`src/rtl/core/lpht_pkg.sv`:
```
// Shared types and constants for the linear probe hash table.
package lpht_pkg;

  // Operation codes carried in the request
  typedef enum logic [1:0] {
    OP_GET   = 2'd0,
    OP_SET   = 2'd1,
    OP_UNSET = 2'd2
  } op_t;

  // Slot tags; code three never gets written and reads as empty
  localparam logic [1:0] TAG_EMPTY = 2'd0;
  localparam logic [1:0] TAG_LIVE  = 2'd1;
  localparam logic [1:0] TAG_TOMB  = 2'd2;

  // Configuration register indexes
  localparam logic [0:0] CFG_CAP_LOG2 = 1'b0;
  localparam logic [0:0] CFG_MAX_FILL = 1'b1;

  localparam int CFG_DATA_W = 11;

  // Configuration reset values and the used count ceiling
  localparam logic [3:0]  CAP_LOG2_RST = 4'd10;
  localparam logic [10:0] MAX_FILL_RST = 11'd768;
  localparam logic [10:0] USED_MAX     = 11'h7FF;

  // Request transaction
  typedef struct packed {
    logic [1:0]  operation;
    logic [63:0] key_word;
    logic [31:0] key_hash;
    logic [63:0] write_value;
  } req_t;

  // Response transaction
  typedef struct packed {
    logic        found;
    logic [63:0] read_value;
    logic        is_new;
    logic        table_full;
  } rsp_t;

  // Controller states
  typedef enum logic [2:0] {
    ST_CLEAR,
    ST_IDLE,
    ST_PROBE,
    ST_COMMIT,
    ST_HOLD
  } state_t;

  // Controller to datapath commands
  typedef struct packed {
    logic clear_step;
    logic load_item;
    logic probe_step;
    logic commit;
    logic load_out;
  } cmd_t;

  // Datapath to controller status
  typedef struct packed {
    logic clear_last;
    logic probe_done;
    logic out_free;
  } sts_t;

endpackage

```
`src/rtl/core/lpht_ctrl.sv`:
```
// Controller state machine: clearing pass, accept, probe, commit and response hand-off.
module lpht_ctrl (
  input  logic          clk,
  input  logic          rst,
  input  logic          req_valid,
  output logic          req_stall,
  input  lpht_pkg::sts_t sts,
  output lpht_pkg::cmd_t cmd
);

  import lpht_pkg::*;

  state_t state, state_next;

  // State register
  always_ff @(posedge clk) begin
    if (rst) begin
      state <= ST_CLEAR;
    end else begin
      state <= state_next;
    end
  end

  // Next state and commands
  always_comb begin
    state_next = state;
    cmd        = '0;
    req_stall  = 1'b1;
    unique case (state)
      ST_CLEAR: begin
        cmd.clear_step = 1'b1;
        if (sts.clear_last) state_next = ST_IDLE;
      end
      ST_IDLE: begin
        req_stall = 1'b0;
        if (req_valid) begin
          cmd.load_item = 1'b1;
          state_next    = ST_PROBE;
        end
      end
      ST_PROBE: begin
        cmd.probe_step = 1'b1;
        if (sts.probe_done) state_next = ST_COMMIT;
      end
      ST_COMMIT: begin
        cmd.commit = 1'b1;
        if (sts.out_free) begin
          cmd.load_out = 1'b1;
          state_next   = ST_IDLE;
        end else begin
          state_next = ST_HOLD;
        end
      end
      ST_HOLD: begin
        if (sts.out_free) begin
          cmd.load_out = 1'b1;
          state_next   = ST_IDLE;
        end
      end
      default: state_next = ST_CLEAR;
    endcase
  end

endmodule

```
`config.mk`:
```
export PLATFORM = sky130hd
export DESIGN_NAME = lpht_ctrl
export DESIGN_NICKNAME = d
export VERILOG_FILES = /design/src/rtl/core/lpht_pkg.sv /design/src/rtl/core/lpht_ctrl.sv
export SDC_FILE = /design/constraint.sdc
export NUM_CORES = 1
export LEC_CHECK = 0
export ABC_CLOCK_PERIOD_IN_PS = 1100
export BUFFER_PORTS_ARGS = -buffer_cell sky130_fd_sc_hd__buf_4
export CORE_AREA = 2 2 39 41
export DETAILED_ROUTE_END_ITERATION = 7
export DIE_AREA = 0 0 41 43
export HOLD_SLACK_MARGIN = 0.1
export PLACE_DENSITY = 0.48
export SLEW_MARGIN = 20
export SYNTH_ARGS = -nofsm -noshare
export SYNTH_HDL_FRONTEND = slang
export SYNTH_SLANG_ARGS = --single-unit
export TNS_END_PERCENT = 20
```
`constraint.sdc`:
```
create_clock -name clk -period 1.1 [get_ports clk]
set_input_delay 0.11 -clock clk [delete_from_list [all_inputs] [get_ports clk]]
set_output_delay 0.11 -clock clk [all_outputs]
set_load 0.02 [all_outputs]
```
Yosys cells after proc, flatten, opt, wreduce, memory -nomap -nowiden
Cells that the tools add are included.
{"block": "totals", "ff_bits": 3, "word_cells": 26, "out_inout_bits": 6}
{"block": "classes", "mux": 14, "n_reduce_logical": 3, "eq_ne": 8}
{"cell": "$mux W3", "n": 5}
{"cell": "$pmux W3 S5", "n": 1}
{"cell": "$mux W1", "n": 8}
{"cell": "$ne A2 B2 Y1 const B", "n": 4}
{"cell": "$eq A3 B2 Y1 const B", "n": 2}
{"cell": "$reduce_and A4 Y1", "n": 1}
{"cell": "$eq A3 B1 Y1 const B", "n": 1}
{"cell": "$eq A3 B3 Y1 const B", "n": 1}
{"cell": "$logic_not A3 Y1", "n": 1}
{"cell": "$reduce_or A2 Y1", "n": 1}

Depth between registers and ports, before layout
{"block": "depth", "ltp_word": 3, "depth_mapped": 4, "ltp_nobuf": 3}

Worst setup path before layout
No wires, ideal clock.
{"block": "synth_timing", "path_kind": "flip-flop to output port", "from": "register state[1]", "to": "output cmd[2] in the netlist's numbering", "stages_incl_launch_ff": 3, "required_ns": 0.990, "arrival_ns": 1.055, "slack_ns": -0.065, "path_cell_list": "dfxtp_1 buf_2 nor3b_1"}
{"element": "from (decl)", "line_no": "lpht_ctrl.sv:13", "text": "state_t state, state_next;"}
{"element": "from (signal assigned)", "line_no": "lpht_ctrl.sv:20", "text": "state <= state_next;"}
{"element": "to (decl)", "line_no": "lpht_ctrl.sv:8", "text": "output lpht_pkg::cmd_t cmd"}

==> impl_summary.log <==
INFO  metric drive_gt1_frac = 0.661
INFO  metric most_frequent_cells_in_the_layout = 17 x sky130_fd_sc_hd__buf_4, 5 x sky130_fd_sc_hd__buf_6
INFO  metric critical_path.cell_chain = nor2b_4 > a22oi_2 > nor2_1 > buf_4
INFO  metric area_of_the_mapped_netlist = around 240 um^2
INFO  metric clock_slew_seen_by_the_registers_of_the_worst_setup_and_hold_paths = 0.04 ns
INFO  metric syn_inst = 31
INFO  metric timing.final.max_slew_violations = 0
INFO  metric clock_tree_from_tritoncts = yes
INFO  metric place.detailed.hpwl = 461 um
INFO  metric layout.nets = 63
INFO  metric numCtsBuffers = 3
INFO  metric viasPerCell = 4.14
INFO  metric violated_checks = setup timing
INFO  metric buf_inv_stages_crit_path = 1
INFO  metric synth-seq-cells = 3
INFO  metric setup-violations-final = 6
INFO  metric antennaDiodeCount = 0
INFO  metric antenna_violating_nets_post_route = 0
INFO  metric std_cell_rows = 14
INFO  metric timing.critical_path.slowest_stage_cell = sky130_fd_sc_hd__dfxtp_4
INFO  metric critical_path_required = 0.99 ns
INFO  metric design.die.area = about 1800 um^2
INFO  metric cts.path.max_buffers = 2
INFO  metric power.total = 0.000576 W
INFO  metric r2r-end = state[0]
INFO  metric grt_pass1_vias = 286
INFO  metric r2r_start = state[0]
INFO  metric worstMarginPinSlew = 0.194 ns
INFO  metric reg2reg_depth = 4
INFO  metric number_of_nets_produced_by_synthesis = 37
INFO  metric seq_area_frac_synth = 0.253
INFO  metric family_with_the_most_delay_on_the_worst_path = flip-flops
INFO  metric starting_drc_count_in_detailed_routing = 1
INFO  metric numPlacedInstances = 63
INFO  metric worst_slew_margin_rel = 0.871
INFO  metric synthesis.area_per_instance = 7.67 um^2
INFO  metric post-route-period-util = 1.11
INFO  metric die_boundary_height = ~43 um
INFO  metric clk_sinks = 3
INFO  metric detailroute.via_count = 298
INFO  metric place.gp.congestion = 0.708
INFO  metric port-buffer-count = 11
INFO  metric yosys.area.top_type_share = 0.253
INFO  metric worst_slack = -0.125 ns
INFO  metric die_w = 41 um
INFO  metric min_path_type = primary input to flip-flop
INFO  metric ys_top_cells_by_area = sky130_fd_sc_hd__dfxtp_1 25%, sky130_fd_sc_hd__nor3b_1 9.5%, sky130_fd_sc_hd__nor3_1 8.4%
INFO  metric mostFrequentLayoutCell = sky130_fd_sc_hd__buf_4
INFO  metric critPathLaunchType = flip-flop
INFO  metric maxCapViolations = 0
INFO  metric ios = 12
INFO  metric report.final.hold_viol_count = 0
INFO  metric area.growth.synth_to_final = 117%
INFO  metric timing.hold.worst.start = sts[2]
INFO  metric floorplan.core_area = 1380 um^2
INFO  metric cp_slowest_stage_delay = approximately 0.34 ns
INFO  metric detailed_route_wire_length_per_cell = around 9.5 um
INFO  metric grt_overflow_total = 0
INFO  metric grt_usage = 0.0933
INFO  metric distinct_cell_type_count_of_the_synthesized_netlist = 18
INFO  metric layout.filler_cells = 158
INFO  metric powerDensity = 1120 nW/um^2
INFO  metric finalClockSkew = ~0.00056 ns
INFO  metric antenna_found_initial = 0
INFO  metric vdd_drop_max = 0.712 mV
INFO  metric setup.worst_path.end_class = primary output
INFO  metric cts_root_buf = sky130_fd_sc_hd__clkbuf_4
INFO  metric reg2reg_setup_slack = 0.02 ns
INFO  metric outcome = finished, violations left
INFO  metric shortest_period_the_worst_path_allows = between 1 and 1.5 ns
INFO  metric top_register_by_number_of_flip_flops = state
INFO  metric detailedRoute.firstPassIterationCount = 4
INFO  metric floorplan.initialDensity = 0.172
INFO  metric criticalPathCategory = flip-flop to primary output
INFO  metric instances_no_fill = 72
INFO  metric drt_wl_total = 681 um
INFO  metric synth_top_area_cell = sky130_fd_sc_hd__dfxtp_1
INFO  metric grt_start_max_net_pins = 8
INFO  metric power_leakage = 0.232 nW
INFO  metric critPathArrivalTime = 1.12 ns
INFO  metric grt_setup_unrepaired = yes
INFO  metric wire_length_of_the_first_global_routing_pass = 1.07 mm
INFO  metric drc = 0
INFO  metric cts_htree_levels = 1
INFO  metric reg.largest.list = state: 3 flops
INFO  metric timing.hold.worst_path_depth = 4
INFO  metric achievable-frequency = roughly 800 MHz
INFO  metric min_to = state[0]
INFO  metric crit_fanout = 5
INFO  metric clk-insertion-delay-late = 0.23 ns
INFO  metric flip_flop_count_of_the_largest_register_after_layout = 3
INFO  metric yosys_warnings = 0
metrics by stage:
step / setup slack [ns] / setup TNS [ns] / cell area [um^2] / util / hold slack (ns)
after floorplan: -0.0152 / -0.0152 / 243 / - / 0.187
after global placement: -0.0108 / -0.0140 / 382 / 0.276 / 0.310
after detailed placement: 0.00109 / 0 / 382 / 0.276 / 0.308
after CTS: -0.121 / -0.550 / 504 / 0.364 / 0.296
after global routing: -0.172 / -0.880 / 515 / 0.373 / 0.308
final: -0.125 / -0.523 / 515 / 0.373 / 0.296
Yosys cell counts:
library cell	count
sky130_fd_sc_hd__a21oi_1	3
sky130_fd_sc_hd__a22oi_1	1
sky130_fd_sc_hd__a32o_1	1
sky130_fd_sc_hd__and2_1	2
sky130_fd_sc_hd__buf_2	1
sky130_fd_sc_hd__buf_4	1
sky130_fd_sc_hd__buf_6	1
sky130_fd_sc_hd__dfxtp_1	3
sky130_fd_sc_hd__inv_1	1
sky130_fd_sc_hd__mux2i_1	1
sky130_fd_sc_hd__nand2_1	1
sky130_fd_sc_hd__nand2b_1	2
sky130_fd_sc_hd__nor2_1	2
sky130_fd_sc_hd__nor2b_1	2
sky130_fd_sc_hd__nor2b_2	1
sky130_fd_sc_hd__nor3_1	4
sky130_fd_sc_hd__nor3b_1	3
sky130_fd_sc_hd__o21bai_1	1
cell type report:
| type | count | area, um^2 | share of cell area |
|---|---|---|---|
| Multi-Input combinational cell | 24 | 190 | 0.369 |
| Sequential cell | 3 | 71.3 | 0.138 |
| Tap cell | 16 | 20.0 | 0.0388 |
| Clock buffer | 4 | 26.3 | 0.0510 |
| Inverter | 1 | 3.75 | 0.00728 |
| Timing Repair Buffer | 24 | 204 | 0.396 |
cells by family (layout without fill, tap and decap cells):
| logic type | count (synthesis) | count (layout) | share of synthesized area |
|---|---|---|---|
| AO/OA/AOI/OAI | 6 | 6 | 0.168 |
| buffers and inverters | 4 | 29 | 0.116 |
| multiplexers | 1 | 1 | 0.0421 |
| AND/OR/NAND/NOR | 17 | 17 | 0.421 |
| flip-flops | 3 | 3 | 0.253 |
routing by layer:
metal,GRT usage,share of wire,vias up
met5,0,0,-
li1,-,-,157
met3,0.0471,0.082,2
met1,0.109,0.46,129
met4,0.0600,0.0088,0
met2,0.128,0.45,10
worst reg2reg max path: stages, from the launching register on:
cell,delay [ns]
sky130_fd_sc_hd__dfxtp_4,0.34
sky130_fd_sc_hd__buf_4,0.13
sky130_fd_sc_hd__nor3b_2,0.15
sky130_fd_sc_hd__o21bai_1,0.09
sky130_fd_sc_hd__a32o_1,0.25
power by group:
group / leakage, nW / internal [W] / switching, W / total [W]
registers: 0.0267 / 0.000120 / 0.0000162 / 0.000136
clock network: 0.0150 / 0.000136 / 0.0000567 / 0.000193
logic: 0.190 / 0.000143 / 0.000103 / 0.000247
what timing repair did:
action | in CTS | in global routing
buffers inserted | 3 | 0
setup endpoints to repair | 7 | 8
pin swaps | 6 | 1
hold buffers | 2 | 0
endpoints found under the hold margin | 2 | 0
gates resized for setup | 16 | 3
worst max path at each step:
stage	to	cells after the start	start	slack, ns
after floorplan	cmd[0]	4	state[0]	-0.02
after CTS	cmd[0]	4	state[2]	-0.12
final	cmd[0]	4	state[0]	-0.13
after global placement	cmd[0]	4	state[2]	-0.01
after global routing	cmd[1]	4	state[0]	-0.17
after detailed placement	state[0]	3	state[2]	0.001
(Power assumes the default switching activity.)
